File: src/rtl/pfa_pkg.sv
// Package for the page frame allocator.
// Holds command, status, register index codes and the controller/datapath link types.
// No dependencies.
`default_nettype none

package pfa_pkg;

   localparam int FRAME_W  = 20;
   localparam int STATUS_W = 2;
   localparam int CSR_IDX_W = 2;

   localparam logic CMD_ALLOC = 1'b0;
   localparam logic CMD_FREE  = 1'b1;

   localparam logic [STATUS_W-1:0] STATUS_OK   = 2'd0;
   localparam logic [STATUS_W-1:0] STATUS_OOM  = 2'd1;
   localparam logic [STATUS_W-1:0] STATUS_FULL = 2'd2;

   localparam logic [CSR_IDX_W-1:0] CSR_FIRST_FRAME = 2'd0;
   localparam logic [CSR_IDX_W-1:0] CSR_LIMIT_FRAME = 2'd1;

   localparam logic [FRAME_W-1:0] FIRST_FRAME_RST = 20'd1024;
   localparam logic [FRAME_W-1:0] LIMIT_FRAME_RST = 20'd262144;

   typedef enum logic [2:0] {
      OP_NONE = 3'd0,
      OP_POP  = 3'd1,
      OP_BUMP = 3'd2,
      OP_OOM  = 3'd3,
      OP_PUSH = 3'd4,
      OP_FULL = 3'd5
   } op_type;

   typedef struct packed {
      op_type op;
      logic   load;
   } cmd_type;

   typedef struct packed {
      logic empty;
      logic full;
      logic exhausted;
   } stat_type;

endpackage

`default_nettype wire

File: src/rtl/pfa_ctrl.sv
// Controller for the page frame allocator.
// Accepts a request, picks the operation from datapath status, sequences the response.
// Depends on pfa_pkg.
`default_nettype none

module pfa_ctrl (
   input  wire logic              clock,
   input  wire logic              reset,
   input  wire logic              start,
   input  wire logic              req_command,
   input  wire pfa_pkg::stat_type stat,
   output pfa_pkg::cmd_type       cmd,
   output logic                   busy,
   output logic                   rsp_strobe
);
   import pfa_pkg::*;

   typedef enum logic [1:0] {
      ST_IDLE = 2'b01,
      ST_RESP = 2'b10
   } state_type;

   state_type state_ff;
   state_type state_in;
   logic      accept;

   assign busy       = (state_ff == ST_RESP);
   assign rsp_strobe = (state_ff == ST_RESP);
   assign accept     = start && !busy;

   always_comb begin
      cmd.load = accept;
      cmd.op   = OP_NONE;
      if (accept) begin
         if (req_command == CMD_FREE) begin
            cmd.op = stat.full ? OP_FULL : OP_PUSH;
         end else if (!stat.empty) begin
            cmd.op = OP_POP;
         end else begin
            cmd.op = stat.exhausted ? OP_OOM : OP_BUMP;
         end
      end
   end

   always_comb begin
      state_in = state_ff;
      unique case (state_ff)
         ST_IDLE: begin
            if (accept) state_in = ST_RESP;
         end
         ST_RESP: begin
            state_in = ST_IDLE;
         end
         default: begin
            state_in = ST_IDLE;
         end
      endcase
   end

   always_ff @(posedge clock) begin
      if (reset) begin
         state_ff <= ST_IDLE;
      end else begin
         state_ff <= state_in;
      end
   end

endmodule

`default_nettype wire

File: config.mk
export PLATFORM = sky130hd
export DESIGN_NAME = pfa_ctrl
export DESIGN_NICKNAME = d
export VERILOG_FILES = /design/src/rtl/pfa_pkg.sv /design/src/rtl/pfa_ctrl.sv
export SDC_FILE = /design/constraint.sdc
export NUM_CORES = 1
export LEC_CHECK = 0
export BUFFER_PORTS_ARGS = -buffer_cell sky130_fd_sc_hd__buf_2
export CORE_AREA = 2 2 39 41
export CTS_BUF_LIST = sky130_fd_sc_hd__clkbuf_4 sky130_fd_sc_hd__clkbuf_8
export CTS_CLUSTER_DIAMETER = 200
export CTS_CLUSTER_SIZE = 40
export DETAILED_ROUTE_END_ITERATION = 8
export DIE_AREA = 0 0 41 43
export MAX_ROUTING_LAYER = met4
export PLACE_DENSITY = 0.36
export SYNTH_ARGS = -nofsm -noshare
export SYNTH_HDL_FRONTEND = slang
export SYNTH_SLANG_ARGS = --single-unit
File: constraint.sdc
create_clock -name clock -period 1.4 [get_ports clock]
set_input_delay 0.35 -clock clock [delete_from_list [all_inputs] [get_ports clock]]
set_output_delay 0.35 -clock clock [all_outputs]
set_load 0.02 [all_outputs]
# Word level (Yosys, flattened, before mapping)
# Index checks and enable logic that the tools add are counted.
# word_totals
regBits	2
input_bits	7
output_inout_bits	6
wordCells	12
# classes
eq_ne	2
muxes	5
bitwise_logic	1
reduce_logical	3
# op_table
op	n
$mux 3	2
$eq 2x1->1 const B	1
$eq 2x2->1 const B	1
$mux 1	2
$mux 2	1
$reduce_or 2->1	1
$logic_and 1x1->1	1
$logic_not 1->1	1
$not 1->1	1

# Longest topological paths before layout
# Gate-level depths: netlist of run 1.
# logic_depth
word_depth	4
mapped_depth	3

# Least setup slack after synthesis of run 1
# Ideal clock, no wire load.
# synth_timing
path_kind	flip-flop to output port
startpoint	register state_ff[1]
endpoint	output cmd[2] (netlist name)
arrival_ps	969
setup_slack_ps	81
stages_incl_launch_ff	3
cell_sequence	dfxtp_1 -> nor2b_4 -> nor4bb_2
# synth_lines
element	line_no	rtl
from (decl)	pfa_ctrl.sv:23	state_type state_ff;
from (signal assigned)	pfa_ctrl.sv:64	state_ff <= state_in;
to (decl)	pfa_ctrl.sv:12	output pfa_pkg::cmd_type cmd,

==> results by group, run 1 <==
Floorplanning
  • Initial Util: 11.0%
  • Die Footprint: 0.00176 sq mm
  • I/O Pins: 13
  • # rows: 14
  • Die width: 41 um
  • Die Y: 43 um
  • Core area: 0.00138 sq mm

Setup path
  • Worst endpoint data arrival time: 1.15 ns
  • CP required: 1.05 ns
  • Critical path class: register to primary output
  • Critical Path Sink Type: primary output
  • Crit Path Max Fanout: 4
  • CP startpoint kind: register

Place
  • Routability cong.: 0.497
  • Port bufs: 12
  • Placed Area: 218 sq um
  • Post-Place Worst Slack: 0.0313 ns
  • HPWL after detailed placement: 273 um
  • Placed Cells: 39

Yosys
  • Netlist cell types: 10
  • Avg Inst Size Synth: 11.7 sq um
  • Synth warnings: 0
  • Synthesized cell area: 153 sq um
  • #FFs+latches synth: 2
  • Seq/Total Area, Yosys: 26.2%
  • Syn_nets: 20
  • Synth Instances: 13

STA
  • Fmax: 668 MHz
  • Relative slew margins: 82.5%
  • Setup WS post-layout: -0.0980 ns
  • Slew Limit Fails: 0
  • Final Hold Viols: 0
  • Fin Clk Skew: 0.00331 ns
  • Final period utilization: 107%
  • Hold slack final: 0.464 ns
  • Crit path time final: 1.50 ns
  • Setup violators final: 3
  • RSZ-0062 raised after global routing: yes
  • Slew at the pin with the worst max-slew slack: 0.259 ns

Run
  • Total of max-cap violations: 0

Layout
  • Share of cells above drive strength 1: 74.1%
  • Fin cells: 43
  • Multi-input gate area: 93.8 sq um
  • Most flops, register: state_ff
  • Cell area after layout: 267 sq um
  • Layout fillers: 148
  • Syn-to-layout area delta: 74.6%
  • Fin nets: 36
  • Register area: 40.0 sq um
  • Regs by FF count: state_ff (2)
  • Max FFs per register: 2
  • Ant. Diodes: 0

CTS
  • CTS tree: done
  • CTS buffer count: 3
  • Clock sink count: 2
  • Worst-skew pair later-pin latency: 0.22 ns
  • Post-cts hold buffer count: 0
  • H-tree Lvls: 1
  • Reg clk slew, reported paths: 0.03 ns
  • Clk root buf: clkbuf_4
  • Longest Clk Path Bufs: 2

Power
  • Flop pwr share: 26.2%
  • Power Density: 911 mW/mm^2
  • Combinational power share: 22.2%
  • Clock power share: 51.6%
  • Leakage: 0.128 nW
  • VDD IR max: 0.316 mV
  • Sw Share: 23.6%
  • Psw: 0.0573 mW
  • Pint: 0.185 mW
  • Total Power: 0.243 mW

GRT
  • Grt ovf: 0
  • All-Layer GR Usage: 4.72%
  • Number of global-route vias before repair: 152
  • Largest net degree at the start of global routing: 6
  • First-pass GRT wire length: 455 um
  • Initial antenna violation count: 0

Drt
  • TritonRoute pass-1 iters: 1
  • DR vias: 149
  • Post-route ant nets: 0
  • Iteration-0 DRC count of the detailed router: 0
  • Wire length per cell: 8.74 um
  • Vias/cell: 3.47
  • Number of remaining DRC errors: 0
  • Final wirelength: 376 um

Status
  • Outcome: finished with violations
  • Violated checks: setup timing

Hold path
  • Hold WC Path Type: input pin to register
through the flow:
step           setup TNS [ns]  util (%)
2_1_floorplan               0         -
3_3_place_gp                0      15.7
3_5_place_dp                0      15.7
4_1_cts                -0.180      17.9
5_1_grt                -0.317      19.3
6_report               -0.126      19.3
critical path, cell delays in order, from the launching register on:
cell and delay, ns:
dfxtp_1 0.30, nor2b_4 0.13, nor4bb_2 0.30, buf_4 0.20
per-layer routing:
metal	track usage, %	vias up	routed length, um
li1	-	75	-
met1	2.87	61	115
met2	6.88	13	199
met3	1.57	0	61
met4	8.00	0	0
met5	-	-	0
cell type report:
cell class	instances	area share, %
Inverter	1	1.41
Sequential cell	2	15.0
Clock buffer	3	8.45
Timing Repair Buffer	13	32.4
Multi-Input combinational cell	8	35.2
Tap cell	16	7.51
kinds of logic after synthesis:
kind of cell | count (synthesis) | synth area share [%]
flops | 2 | 26.2
buf+inv | 3 | 12.3
simple gates | 8 | 61.5
power groups by stage:
stage	Combinational, mW	Sequential, mW	Clock [mW]
global route	0.0581	0.0638	0.139
floorplan	0.0309	0.0638	0
global placement	0.0460	0.0640	0
finish	0.0539	0.0635	0.125
detailed placement	0.0467	0.0643	0
CTS	0.0477	0.0635	0.136
placed cells by master, fill, tap and decap left out:
| cell type | instances |
|---|---|
| dfxtp_1 | 2 |
| inv_1 | 1 |
| buf_2 | 6 |
| nor3b_1 | 1 |
| and3b_1 | 1 |
| buf_6 | 1 |
| clkbuf_4 | 3 |
| nor2b_1 | 1 |
| nor2b_4 | 2 |
| buf_4 | 6 |
| nor4b_2 | 1 |
| and4bb_1 | 1 |
| nor4bb_2 | 1 |
final timing paths:
| check | from | to | slack (ns) | depth (start not counted) |
|---|---|---|---|---|
| max | state_ff[1]$_SDFFE_PP0P_ | cmd[2] | -0.1 | 3 |
| max reg2reg | state_ff[0]$_SDFFE_PP1P_ | state_ff[0]$_SDFFE_PP1P_ | 0.67 | 2 |
| min reg2reg | state_ff[1]$_SDFFE_PP0P_ | state_ff[1]$_SDFFE_PP0P_ | 0.57 | 1 |
| min | reset | state_ff[1]$_SDFFE_PP0P_ | 0.46 | 2 |
synth_stat cells, drive strengths merged:
library cell / n / area, sq um
nor2b: 3 / 33.8
buf: 2 / 15.0
dfxtp: 2 / 40.0
and3b: 1 / 8.76
and4bb: 1 / 12.5
inv: 1 / 3.75
nor3b: 1 / 7.51
nor4b: 1 / 15.0
nor4bb: 1 / 16.3
what timing repair did:
item / 4_1_cts / 5_1_grt
pin swaps: 1 / 0
endpoints found under the setup margin: 3 / 6
setup buffers: 1 / 0
resized for setup: 0 / 8
(Power assumes the default switching activity.)
==> inputs of run 2 (changes only) <==
CORE_AREA = 8 8 45 47   (was 2 2 39 41)
DIE_AREA = 0 0 53 55   (was 0 0 41 43)
==> results by group, run 2 (synthesis results as in run 1) <==
Status
  • Violated checks: setup timing
  • Outcome: finished with violations

Place
  • Placed Cells: 39
  • Routability cong.: 0.803
  • Port bufs: 12

Layout
  • Register area: 40.0 sq um
  • Regs by FF count: state_ff (2)
  • Fin nets: 36
  • Most common cell after layout, fill and taps aside: buf_2
  • Share of cells above drive strength 1: 74.1%
  • Layout fillers: 149
  • Syn-to-layout area delta: 73.0%
  • Highest-count cells in the layout ignoring fill and taps: buf_2, buf_4, clkbuf_4
  • Most flops, register: state_ff
  • Max FFs per register: 2
  • Ant. Diodes: 0
  • Fin cells: 43
  • Multi-input gate area: 93.8 sq um

GRT
  • Grt ovf: 0
  • First-pass GRT wire length: 710 um
  • Largest net degree at the start of global routing: 6
  • All-Layer GR Usage: 3.77%
  • Number of global-route vias before repair: 149
  • Initial antenna violation count: 0

Drt
  • Iteration-0 DRC count of the detailed router: 0
  • DR vias: 155
  • Vias/cell: 3.60
  • Post-route ant nets: 0
  • Wire length per cell: 11.0 um
  • Number of remaining DRC errors: 0
  • TritonRoute pass-1 iters: 1
  • Final wirelength: 475 um

CTS
  • Clk root buf: clkbuf_4
  • Reg clk slew, reported paths: 0.03 ns
  • Post-cts hold buffer count: 0
  • CTS tree: done
  • Worst-skew pair later-pin latency: 0.22 ns
  • CTS buffer count: 3
  • H-tree Lvls: 1
  • Longest Clk Path Bufs: 2
  • Clock sink count: 2

Floorplanning
  • Initial Util: 11.0%
  • I/O Pins: 13
  • Die width: 53 um
  • Die Footprint: 0.00292 sq mm
  • Die Y: 55 um
  • Core area: 0.00138 sq mm
  • # rows: 14

STA
  • Final period utilization: 104%
  • Hold slack final: 0.469 ns
  • Setup violators final: 3
  • Final Hold Viols: 0
  • Fin Clk Skew: 0.00182 ns
  • Crit path time final: 1.46 ns
  • Slew at the pin with the worst max-slew slack: 0.260 ns
  • Slew Limit Fails: 0
  • Setup WS post-layout: -0.0599 ns
  • Fmax: 685 MHz
  • RSZ-0062 raised after global routing: yes
  • Relative slew margins: 82.6%

Power
  • Total Power: 0.242 mW
  • Power Density: 916 mW/mm^2
  • VDD IR max: 0.238 mV
  • Leakage: 0.127 nW

Hold path
  • Hold WC Path Type: input pin to register

Setup path
  • R2r setup slk: 0.67 ns
  • Crit Path Max Fanout: 5
  • Critical Path Sink Type: primary output
  • Critical path class: register to primary output
  • CP startpoint kind: register
  • CP required: 1.05 ns
  • Worst endpoint data arrival time: 1.11 ns

Run
  • Total of max-cap violations: 0
run 2: cell counts in the layout (fill, tap and decap cells not counted):
No cell type changed its count.
run 2: through the flow:
stage / worst slack [ns] / TNS (ns) / utilization, % / area (sq um)
4_1_cts: -0.0843 / -0.166 / 18.7 / 259
2_1_floorplan: 0.0808 / 0 / - / 153
3_5_place_dp: -0.0282 / -0.0282 / 15.7 / 218
6_report: -0.0599 / -0.136 / 19.1 / 264
5_1_grt: -0.139 / -0.323 / 19.1 / 264
3_3_place_gp: 0.0400 / 0 / 15.7 / 218
run 2: power by group:
group | switching [mW] | internal [mW]
Clock | 0.0304 | 0.0944
Combinational | 0.0249 | 0.0289
Sequential | 0.00231 | 0.0611
Total | 0.0576 | 0.184
run 2: worst paths after layout:
path,start,end,cells past startpoint
setup / recovery,state_ff[1]$_SDFFE_PP0P_,cmd[1],3
setup reg to reg,state_ff[0]$_SDFFE_PP1P_,state_ff[0]$_SDFFE_PP1P_,2
hold / removal,reset,state_ff[1]$_SDFFE_PP0P_,2
hold reg to reg,state_ff[1]$_SDFFE_PP0P_,state_ff[1]$_SDFFE_PP0P_,1
run 2: layout make-up:
type	count	share of cell area, %
clock buffer	3	8.53
inverter	1	1.42
multi-input combinational	8	35.5
sequential	2	15.2
tap	16	7.58
timing repair buffer	13	31.8
run 2: worst max-delay path, stage by stage, from the launching register on:
cell	delay [ns]
dfxtp_1	0.30
nor2b_4	0.14
nor4b_2	0.27
buf_4	0.19
run 2: timing repair:
action	in CTS	in global routing
gates resized for setup	4	2
endpoints found under the setup margin	3	5
setup buffers	1	0
pin swaps	1	0
run 2: per-layer routing:
layer	vias to the layer above	wire, um	GRT usage (%)	part of all wire, %
met5	-	0	-	0
met4	0	6	5.17	1.3
met3	2	116	4.01	24
met2	13	177	3.91	37
met1	68	175	3.03	37
li1	72	-	-	-
==> inputs of run 3 (changes only) <==
SKIP_CTS_REPAIR_TIMING = 1   (was default)
==> results by group, run 3 (synthesis results as in run 1) <==
STA
  • Slew Limit Fails: 0
  • Final Hold Viols: 0
  • Final period utilization: 104%
  • Fmax: 684 MHz
  • Relative slew margins: 82.3%
  • Crit path time final: 1.46 ns
  • Setup violators final: 3
  • Setup WS post-layout: -0.0614 ns
  • Fin Clk Skew: 0.00182 ns
  • Slew at the pin with the worst max-slew slack: 0.265 ns
  • RSZ-0062 raised after global routing: yes

Layout
  • Most common cell after layout, fill and taps aside: buf_2
  • Fin nets: 36
  • Syn-to-layout area delta: 73.0%
  • Ant. Diodes: 0
  • Fin cells: 43
  • Share of cells above drive strength 1: 74.1%
  • Final core occ: 19.1%
  • Max FFs per register: 2
  • Regs by FF count: state_ff (2)
  • Highest-count cells in the layout ignoring fill and taps: buf_2, buf_4, clkbuf_4
  • Layout fillers: 152
  • Most flops, register: state_ff

GRT
  • Grt ovf: 0
  • All-Layer GR Usage: 3.66%
  • Largest net degree at the start of global routing: 7
  • Number of global-route vias before repair: 149
  • First-pass GRT wire length: 683 um
  • Initial antenna violation count: 0

Floorplanning
  • Core area: 0.00138 sq mm
  • # rows: 14
  • I/O Pins: 13
  • Initial Util: 11.0%
  • Die Footprint: 0.00292 sq mm
  • Die width: 53 um
  • Die Y: 55 um

Place
  • Placed Cells: 39
  • Post-Place Worst Slack: -0.0282 ns
  • Port bufs: 12
  • Routability cong.: 0.803

Drt
  • Number of remaining DRC errors: 0
  • Wire length per cell: 11.4 um
  • Final wirelength: 490 um
  • Vias/cell: 3.63
  • DR vias: 156
  • Iteration-0 DRC count of the detailed router: 0
  • Post-route ant nets: 0
  • TritonRoute pass-1 iters: 1

CTS
  • Reg clk slew, reported paths: 0.03 ns
  • CTS buffer count: 3
  • Clk root buf: clkbuf_4
  • H-tree Lvls: 1
  • Worst-skew pair later-pin latency: 0.22 ns
  • Clock sink count: 2
  • CTS tree: done
  • Longest Clk Path Bufs: 2

Setup path
  • CP startpoint kind: register
  • R2R cell count: 2
  • CP top delay family: simple AND/OR/NAND/NOR gates
  • Crit Path Max Fanout: 5
  • R2r setup slk: 0.67 ns
  • Crit-path cells: nor2b_4 -> nor4b_2 -> buf_4
  • Reg2Reg Capture Point: state_ff[0]$_SDFFE_PP1P_
  • Crit path largest cell delay: 0.30 ns
  • Bufs and invs on worst path: 1
  • Worst endpoint data arrival time: 1.11 ns
  • Critical Path Sink Type: primary output
  • Critical path class: register to primary output
  • CP required: 1.05 ns
  • Worst flop-to-flop path startpoint: state_ff[0]$_SDFFE_PP1P_
  • CP max stage cell: dfxtp_1

Hold path
  • WHS Endpoint: state_ff[1]$_SDFFE_PP0P_
  • Hold WC Path Type: input pin to register
  • Hold_sp: reset
  • Cells on Worst Hold Path: 2

Status
  • Outcome: finished with violations
  • Violated checks: setup timing

Power
  • Leakage: 0.127 nW
  • VDD IR max: 0.239 mV
  • Power Density: 917 mW/mm^2

Run
  • Total of max-cap violations: 0
## run 3: final cells by class
cell class / count / area (sq um) / share of cell area [%]
multi-input combinational: 8 / 93.8 / 35.5
timing repair buffer: 13 / 83.8 / 31.8
sequential: 2 / 40.0 / 15.2
clock buffer: 3 / 22.5 / 8.53
tap: 16 / 20.0 / 7.58
inverter: 1 / 3.75 / 1.42
## run 3: layer usage
layer	track usage, %	up-vias	share of wire [%]
met5	-	-	0
met4	5.17	0	1.2
met3	4.01	2	24
met2	3.71	13	39
met1	2.88	69	35
li1	-	72	-
## run 3: how the worst max path moves through the flow
stage / start / endpoint / slack (ns) / depth (start not counted)
2_1_floorplan: state_ff[1]$_SDFFE_PP0P_ / cmd[2] / 0.08 / 2
3_3_place_gp: req_command / cmd[1] / 0.04 / 4
3_5_place_dp: req_command / cmd[1] / -0.03 / 4
4_1_cts: state_ff[1]$_SDFFE_PP0P_ / cmd[1] / -0.12 / 3
5_1_grt: state_ff[1]$_SDFFE_PP0P_ / cmd[2] / -0.14 / 3
6_report: state_ff[1]$_SDFFE_PP0P_ / cmd[1] / -0.06 / 3
## run 3: worst register-to-register path, cell delays in order, from the launching register on
cell	delay (ns)
dfxtp_1	0.35
and4bb_1	0.23
inv_1	0.04
## run 3: power breakdown
part / internal, mW / switching (mW) / leakage (nW)
Clock: 0.0944 / 0.0304 / 0.0138
Combinational: 0.0289 / 0.0250 / 0.0963
Sequential: 0.0611 / 0.00231 / 0.0166
## run 3: stage by stage
stage / power, mW / hold slack, ns / cell area, sq um / setup TNS, ns
2_1_floorplan: 0.0947 / 0.535 / 153 / 0
6_report: 0.242 / 0.469 / 264 / -0.139
5_1_grt: 0.266 / 0.467 / 264 / -0.336
4_1_cts: 0.246 / 0.458 / 240 / -0.234
3_3_place_gp: 0.111 / 0.554 / 218 / 0
3_5_place_dp: 0.113 / 0.555 / 218 / -0.0282
